===== src/design/binomial_checkpoint_advance_core_assert.svh =====
// assertion macros used by bca_ctrl
`ifndef BINOMIAL_CHECKPOINT_ADVANCE_CORE_ASSERT_SVH
`define BINOMIAL_CHECKPOINT_ADVANCE_CORE_ASSERT_SVH

// implication checked on every rising clock edge outside reset
`define BCA_ASSERT_IMP(label, clk, rst_n, pre, post) \
    label: assert property (@(posedge clk) disable iff (!rst_n) (pre) |-> (post)) \
        else $error("assertion failed");

// next-cycle implication checked outside reset
`define BCA_ASSERT_NEXT(label, clk, rst_n, pre, post) \
    label: assert property (@(posedge clk) disable iff (!rst_n) (pre) |=> (post)) \
        else $error("assertion failed");

`endif


===== src/design/bca_pkg.sv =====
// ----------------------------------------------------------------------------
// bca_pkg
// types shared by the checkpoint advance controller and datapath
// ----------------------------------------------------------------------------
`timescale 1ns / 1ps
`default_nettype none
package bca_pkg;

    typedef enum logic [2:0] {
        ST_IDLE,
        ST_MUL,
        ST_DIV,
        ST_FINISH,
        ST_OUT
    } state_t;

    // controller to datapath commands
    typedef struct packed {
        logic load;
        logic mul_start;
        logic div_start;
        logic finish;
    } cmd_t;

    // datapath to controller status
    typedef struct packed {
        logic special;
        logic beta_done;
        logic div_busy;
    } stat_t;

endpackage
`default_nettype wire


===== src/design/bca_ctrl.sv =====
// ----------------------------------------------------------------------------
// bca_ctrl
// sequencer for load, search passes, finish and output
// ----------------------------------------------------------------------------
`timescale 1ns / 1ps
`default_nettype none
`include "binomial_checkpoint_advance_core_assert.svh"
module bca_ctrl
(
    input  wire logic           clk,
    input  wire logic           rst_n,
    input  wire logic           in_valid,
    output logic                in_ready,
    output logic                out_valid,
    input  wire logic           out_ready,
    output bca_pkg::cmd_t       cmd,
    input  wire bca_pkg::stat_t stat
);
    bca_pkg::state_t state_reg, state_next;

    // state register
    always_ff @(posedge clk or negedge rst_n)
    begin
        if (!rst_n)
            state_reg <= bca_pkg::ST_IDLE;
        else
            state_reg <= state_next;
    end

    // next state
    always_comb
    begin
        state_next = state_reg;
        case (state_reg)
            bca_pkg::ST_IDLE:
                if (in_valid) state_next = bca_pkg::ST_MUL;
            bca_pkg::ST_MUL:
                if (stat.special || stat.beta_done) state_next = bca_pkg::ST_FINISH;
                else state_next = bca_pkg::ST_DIV;
            bca_pkg::ST_DIV:
                if (!stat.div_busy) state_next = bca_pkg::ST_MUL;
            bca_pkg::ST_FINISH:
                state_next = bca_pkg::ST_OUT;
            bca_pkg::ST_OUT:
                if (out_ready) state_next = bca_pkg::ST_IDLE;
            default:
                state_next = bca_pkg::ST_IDLE;
        endcase
    end

    // outputs
    always_comb
    begin
        in_ready      = (state_reg == bca_pkg::ST_IDLE);
        out_valid     = (state_reg == bca_pkg::ST_OUT);
        cmd.load      = (state_reg == bca_pkg::ST_IDLE) && in_valid;
        cmd.mul_start = (state_reg == bca_pkg::ST_MUL) && !stat.special && !stat.beta_done;
        cmd.div_start = 1'b0;
        cmd.finish    = (state_reg == bca_pkg::ST_FINISH);
        case (state_reg)
            bca_pkg::ST_DIV: cmd.div_start = 1'b0;
            default:         cmd.div_start = cmd.mul_start;
        endcase
    end

    `BCA_ASSERT_IMP(a_ready_idle, clk, rst_n, in_ready, !out_valid)
    `BCA_ASSERT_NEXT(a_load_mul, clk, rst_n, cmd.load, state_reg == bca_pkg::ST_MUL)
    `BCA_ASSERT_NEXT(a_out_hold, clk, rst_n, out_valid && !out_ready, out_valid)
endmodule
`default_nettype wire


===== src/design/bca_dp.sv =====
// ----------------------------------------------------------------------------
// bca_dp
// running binomial coefficient with serial divider and window arithmetic
// ----------------------------------------------------------------------------
`timescale 1ns / 1ps
`default_nettype none
module bca_dp
#(
    parameter int STEP_WIDTH   = 32,
    parameter int BUDGET_WIDTH = 12
)
(
    input  wire logic                    clk,
    input  wire logic [STEP_WIDTH-1:0]   step_count,
    input  wire logic [BUDGET_WIDTH-1:0] slot_budget,
    input  wire bca_pkg::cmd_t           cmd,
    output bca_pkg::stat_t               stat,
    output logic [STEP_WIDTH-1:0]        advance
);
    localparam int PW = STEP_WIDTH + BUDGET_WIDTH;
    localparam int CW = $clog2(PW + 1);

    logic [STEP_WIDTH-1:0]   n_reg;
    logic [BUDGET_WIDTH-1:0] s_reg;
    // beta can reach about n*(s+1), so it is kept at full product width
    logic [PW-1:0]           beta_reg, prev_reg;
    logic [STEP_WIDTH-1:0]   t_reg;
    logic [PW-1:0]           quo_reg, rem_reg, num_reg;
    logic [CW-1:0]           cnt_reg;
    logic                    busy_reg;
    logic [STEP_WIDTH-1:0]   advance_reg;

    // divisor is t+1 for the coming pass
    logic [STEP_WIDTH:0] div_t;
    logic [PW:0]         rem_sh;
    logic                rem_ge;
    assign div_t  = {1'b0, t_reg} + 1'b1;
    assign rem_sh = {rem_reg, num_reg[PW-1]};
    assign rem_ge = rem_sh >= {{(PW-STEP_WIDTH){1'b0}}, div_t};

    // search and divider registers
    always_ff @(posedge clk)
    begin
        if (cmd.load)
        begin
            n_reg    <= step_count;
            s_reg    <= slot_budget;
            beta_reg <= PW'(1);
            prev_reg <= PW'(1);
            t_reg    <= '0;
            busy_reg <= 1'b0;
        end
        else if (cmd.div_start)
        begin
            num_reg  <= beta_reg * PW'(s_reg);
            rem_reg  <= '0;
            quo_reg  <= '0;
            cnt_reg  <= CW'(PW);
            busy_reg <= 1'b1;
        end
        else if (busy_reg)
        begin
            num_reg <= num_reg << 1;
            quo_reg <= {quo_reg[PW-2:0], rem_ge};
            rem_reg <= rem_ge ? PW'(rem_sh - {{(PW-STEP_WIDTH){1'b0}}, div_t}) : rem_sh[PW-1:0];
            cnt_reg <= cnt_reg - 1'b1;
            if (cnt_reg == CW'(1))
            begin
                busy_reg <= 1'b0;
                t_reg    <= div_t[STEP_WIDTH-1:0];
                prev_reg <= beta_reg;
                beta_reg <= beta_reg + {quo_reg[PW-2:0], rem_ge};
            end
        end
    end

    // window, midpoint and cap
    logic [PW-1:0] n_w, gap, lo, hi, mid, cap, s1;
    always_comb
    begin
        n_w = PW'(n_reg);
        s1  = PW'(s_reg) - 1'b1;
        gap = beta_reg - prev_reg;
        lo  = (gap >= n_w) ? PW'(1) : n_w - gap;
        hi  = (prev_reg > n_w - 1'b1) ? n_w - 1'b1 : prev_reg;
        mid = (lo + hi) >> 1;
        cap = n_w - s1;
        if (s1 >= n_w) mid = PW'(1);
        else if (mid > cap) mid = cap;
        if (mid == '0) mid = PW'(1);
        if (n_reg == '0) mid = '0;
        else if (n_reg == STEP_WIDTH'(1)) mid = PW'(1);
        else if (s_reg <= BUDGET_WIDTH'(1)) mid = n_w;
    end

    // result register
    always_ff @(posedge clk)
    begin
        if (cmd.finish)
            advance_reg <= mid[STEP_WIDTH-1:0];
    end

    assign advance        = advance_reg;
    assign stat.special   = (n_reg <= STEP_WIDTH'(1)) || (s_reg <= BUDGET_WIDTH'(1));
    assign stat.beta_done = beta_reg >= n_w;
    assign stat.div_busy  = busy_reg;
endmodule
`default_nettype wire


===== src/design/binomial_checkpoint_advance_core.sv =====
// ----------------------------------------------------------------------------
// binomial_checkpoint_advance_core
// step advance for binomial checkpointing of an interval
// ----------------------------------------------------------------------------
// One word at a time. The search for the smallest t with C(s+t,t) >= n does
// one pass per t, and each pass runs a restoring divider one quotient bit per
// cycle; special inputs (n <= 1 or s <= 1) skip the search passes.
`timescale 1ns / 1ps
`default_nettype none
module binomial_checkpoint_advance_core
#(
    parameter int STEP_WIDTH   = 32,
    parameter int BUDGET_WIDTH = 12
)
(
    input  wire logic                    clk,
    input  wire logic                    rst_n,
    input  wire logic                    in_valid,
    output logic                         in_ready,
    input  wire logic [STEP_WIDTH-1:0]   step_count,
    input  wire logic [BUDGET_WIDTH-1:0] slot_budget,
    output logic                         out_valid,
    input  wire logic                    out_ready,
    output logic [STEP_WIDTH-1:0]        advance
);
    bca_pkg::cmd_t  cmd;
    bca_pkg::stat_t stat;

    // controller
    bca_ctrl u_ctrl
    (
        .clk       (clk),
        .rst_n     (rst_n),
        .in_valid  (in_valid),
        .in_ready  (in_ready),
        .out_valid (out_valid),
        .out_ready (out_ready),
        .cmd       (cmd),
        .stat      (stat)
    );

    // datapath
    bca_dp #(.STEP_WIDTH(STEP_WIDTH), .BUDGET_WIDTH(BUDGET_WIDTH)) u_dp
    (
        .clk         (clk),
        .step_count  (step_count),
        .slot_budget (slot_budget),
        .cmd         (cmd),
        .stat        (stat),
        .advance     (advance)
    );
endmodule
`default_nettype wire

===== config.mk =====
export PLATFORM = sky130hd
export DESIGN_NAME = binomial_checkpoint_advance_core
export DESIGN_NICKNAME = d
export VERILOG_FILES = /design/src/design/bca_pkg.sv /design/src/design/bca_ctrl.sv /design/src/design/bca_dp.sv /design/src/design/binomial_checkpoint_advance_core.sv
export VERILOG_INCLUDE_DIRS = /design/src /design/src/design
export SDC_FILE = /design/constraint.sdc
export NUM_CORES = 2
export LEC_CHECK = 0
export BUFFER_PORTS_ARGS = -buffer_cell sky130_fd_sc_hd__buf_4
export CAP_MARGIN = 25
export CORE_ASPECT_RATIO = 0.5
export CORE_MARGIN = 5
export CORE_UTILIZATION = 59
export CTS_CLUSTER_DIAMETER = 200
export CTS_CLUSTER_SIZE = 16
export DETAILED_ROUTE_END_ITERATION = 10
export GPL_ROUTABILITY_DRIVEN = 0
export PLACE_DENSITY = 0.76
export SETUP_SLACK_MARGIN = 0.2
export SLEW_MARGIN = 40
export SYNTH_ARGS = -nofsm -noshare
export SYNTH_HDL_FRONTEND = slang
export SYNTH_SLANG_ARGS = --single-unit

===== constraint.sdc =====
create_clock -name clk -period 21.2 [get_ports clk]
set_input_delay 2.12 -clock clk [delete_from_list [all_inputs] [get_ports clk]]
set_output_delay 2.12 -clock clk [all_outputs]
set_load 0.005 [all_outputs]

==> impl_metrics.env <==
export IMPL_cpMaxStageDelayCell="nor4_2"
export IMPL_status="finished, final reports clean"
export IMPL_utilization=0.6273
export IMPL_worstPathRequired_ns=21.69
export IMPL_tightest_slew_ns=0.9979
export IMPL_die_area_um2=79690
export IMPL_synth_warnings=0
export IMPL_synth_distinct_cells=104
export IMPL_hold_path_class="reg2reg"
export IMPL_synth_async_sr_flop_share=0.008902
export IMPL_grt_pass1_wl_um=203900
export IMPL_slew_limit_headroom=0.3338
export IMPL_cts_buffer_depth=3
export IMPL_core_um2=73130
export IMPL_setup_viol=0
export IMPL_clock_sinks=337
export IMPL_synth_edf_count=213
export IMPL_vdd_drop_max_mv=0.1134
export IMPL_ys_seq_elements=337
export IMPL_end_kind="register"
export IMPL_post_dp_hpwl_um=96610
export IMPL_nNetsFinal=6007
export IMPL_drive_above_1_share=0.04579
export IMPL_die_h_um=202.1
export IMPL_cts_tree="built"
export IMPL_routedWlPerCell_um=20.57
export IMPL_synth_main_ff_cell="edfxtp_1"
export IMPL_num_vias=38400
export IMPL_stdcell_count=6170
export IMPL_synth_seq_area_share=0.2042
export IMPL_ctsHtreeMaxLevel=1
export IMPL_grt_pass1_vias=38260
export IMPL_viasPerCell=6.224
export IMPL_critical_path_top_delay_family="compound AO/OA/AOI/OAI gates"
export IMPL_postRouteAntennaNets=0
export IMPL_portBuffers=81
export IMPL_cts_hold_buf=0
export IMPL_skew_ns=0.06549
export IMPL_pin_count=82
export IMPL_antenna_found_initial=1
export IMPL_path_class="reg2reg"
export IMPL_syn_cell_area_um2=43560
export IMPL_cts_root_buf="clkbuf_16"
export IMPL_dp_cells=6124
export IMPL_final_hold_viol_count=0
export IMPL_start_util=0.5956
export IMPL_rsz0062_at_grt="no"
export IMPL_cellLeakagePower_nw=21.08
export IMPL_antennaDiodeCount=0
export IMPL_tns_ns=0
export IMPL_max_cap_violations=0
export IMPL_timing_critical_path_slowest_cell_delay_ns=0.66
export IMPL_cts_resized=0
export IMPL_syn_instance_count=5216
export IMPL_die_w_um=394.3
export IMPL_critPathArrivalTime_ns=12.83
export IMPL_post_route_min_period_ns=12.34
export IMPL_drt_wl_total_um=126900
export IMPL_crit_buf_inv=3
export IMPL_first_iter_violations=3388
export IMPL_grt_usage=0.3145
export IMPL_power_density_nw_per_um2=146.8
export IMPL_grt_max_degree=79
export IMPL_firstDrtPassIters=8
export IMPL_areaGrowthSynthToFinish_pct=5.311
export IMPL_worstSkewPairLatency_ns=0.64
export IMPL_grt_overflow_total=0
export IMPL_crit_path_start_kind="register"
export IMPL_period_share=0.5820
export IMPL_row_count=70
export IMPL_slew_viol_final=0
export IMPL_post_cts_buffers=0
export IMPL_numCtsBuffers=25
export IMPL_fmaxAchievable_mhz=81.04
export IMPL_clk_pin_slew_ns=0.10
export IMPL_post_synth_cell_area_avg_um2=8.351
export IMPL_crit_fanout=78
export IMPL_drc=0
-- worst paths after layout --
check	depth (start not counted)	endpoint	slack [ns]	from
min in group asynchronous	1	u_ctrl.state_reg[2]$_DFFE_PN0P_	1.31	rst_n
worst min register to register	2	u_dp.t_reg[1]$_SDFFE_PP0P_	0.50	u_dp.t_reg[1]$_SDFFE_PP0P_
worst max register to register	44	u_dp.advance[0]$_SDFFCE_PP0P_	8.86	u_dp.n_reg[2]$_DFFE_PP_
max in group asynchronous	1	u_ctrl.state_reg[0]$_DFFE_PN0P_	19.80	rst_n
worst max-delay path	44	u_dp.advance[0]$_SDFFCE_PP0P_	8.86	u_dp.n_reg[2]$_DFFE_PP_
worst min-delay path	2	u_dp.t_reg[1]$_SDFFE_PP0P_	0.50	u_dp.t_reg[1]$_SDFFE_PP0P_
-- power by group --
| group | switching (mW) | internal [mW] | total [mW] |
|---|---|---|---|
| combinational | 3.08 | 1.94 | 5.02 |
| sequential | 0.164 | 1.06 | 1.23 |
| clock | 0.268 | 0.224 | 0.492 |
| total | 3.51 | 3.22 | 6.73 |
-- worst reg2reg max path: cells and delay by family (launching register included) --
kind	cells	cell delay [ns]
buffers and inverters	3	0.81
AO/OA/AOI/OAI	19	4.71
AND/OR/NAND/NOR	17	4.75
flip-flops	1	0.54
adder cells (fa/ha/maj)	3	1.04
XOR/XNOR	2	0.36
-- cells by family (layout without fill, tap and decap cells) --
kind of cell    count (synthesis)  after routing  share of synthesized area
flops                         337            337                     0.2042
other cells                     1              6                 0.00008609
mux                            57             57                    0.01333
fa+ha+maj                     779            779                     0.2867
compound gates               1158           1158                     0.1684
simple gates                 1829           1829                     0.1951
xor+xnor                      348            348                    0.06997
buf+inv                       707            684                    0.06224
-- per-layer routing --
metal / vias up / global-route usage / part of all wire
met4: 2 / 0.1220 / 0.044
met2: 1894 / 0.5027 / 0.44
met1: 18410 / 0.4205 / 0.40
met3: 361 / 0.06885 / 0.11
li1: 17730 / - / -
met5: - / 0 / 0.00012
-- stage by stage --
step	instance area (um^2)	power, mW	setup slack [ns]	hold slack [ns]
6_report	45870	6.735	8.861	0.5028
5_1_grt	45870	7.272	8.198	0.5223
4_1_cts	45840	6.635	9.092	0.5076
3_5_place_dp	45130	6.114	9.130	0.4956
3_3_place_gp	45090	5.973	9.274	0.4820
2_1_floorplan	43580	4.918	11.21	0.4666
-- cell usage in the layout, fill, tap and decap left out, drive strengths merged, types with 13 or more instances in the layout --
master	synthesis	final
a21o	180	180
clkbuf	177	44
buf	38	147
o21ai	270	270
mux2i	49	49
ha	414	414
nor2b	79	79
nand3	88	88
nand2	807	807
nand4	71	71
a211oi	40	40
inv	490	491
o211ai	35	35
a211o	13	13
or3	34	34
xnor2	224	224
and2	144	144
fa	365	365
or2	13	13
nor4	32	32
o21bai	41	41
a31oi	33	33
nor3	94	94
nand2b	39	39
o21a	46	46
and3	50	50
dfxtp	121	121
nor2	329	329
o31ai	14	14
a21oi	361	361
xor2	124	124
edfxtp	213	213
-- area by class of cell --
type                       instances  area [um^2]
timing repair buffer             147         1112
fill                            6207        27260
inverter                         492         1853
clock buffer                      44        696.9
clock inverter                     1        16.27
tap                              972         1216
sequential                       337         8894
multi-input combinational       4177        32080
-- Yosys cell counts, types with 8 or more instances --
library cell	number	area, um^2
and4_1	8	70.07
nor2b_1	78	488.0
o31ai_1	13	97.59
nand3_1	88	440.4
or3_1	34	212.7
nor3b_1	11	82.58
and3_1	49	306.5
nand2b_1	39	244.0
nor3_1	93	465.5
a21o_1	180	1351
o211ai_1	35	262.8
nand2_1	807	3029
nor2_1	329	1235
a2111oi_0	9	78.83
buf_1	25	93.84
nand3b_1	9	67.56
nor4_1	30	187.7
a21boi_0	9	67.56
inv_1	489	1836
edfxtp_1	213	6396
ha_1	414	5180
a31oi_1	33	206.5
xor2_1	124	1086
a21oi_1	360	1802
nand4_1	71	444.2
o21ai_1	11	55.05
dfxtp_1	121	2422
o21ai_0	259	1296
fa_1	365	7307
clkbuf_1	175	656.9
a211o_1	13	113.9
mux2i_1	49	490.5
a221oi_1	8	70.07
o21bai_1	41	307.8
or2_2	12	75.07
xnor2_1	224	1962
and2_1	144	900.9
o21a_1	44	330.3
a211oi_1	39	292.8
mux2_2	8	90.09
a41oi_1	8	70.07
Note: power is estimated with default switching activity, not from simulation.
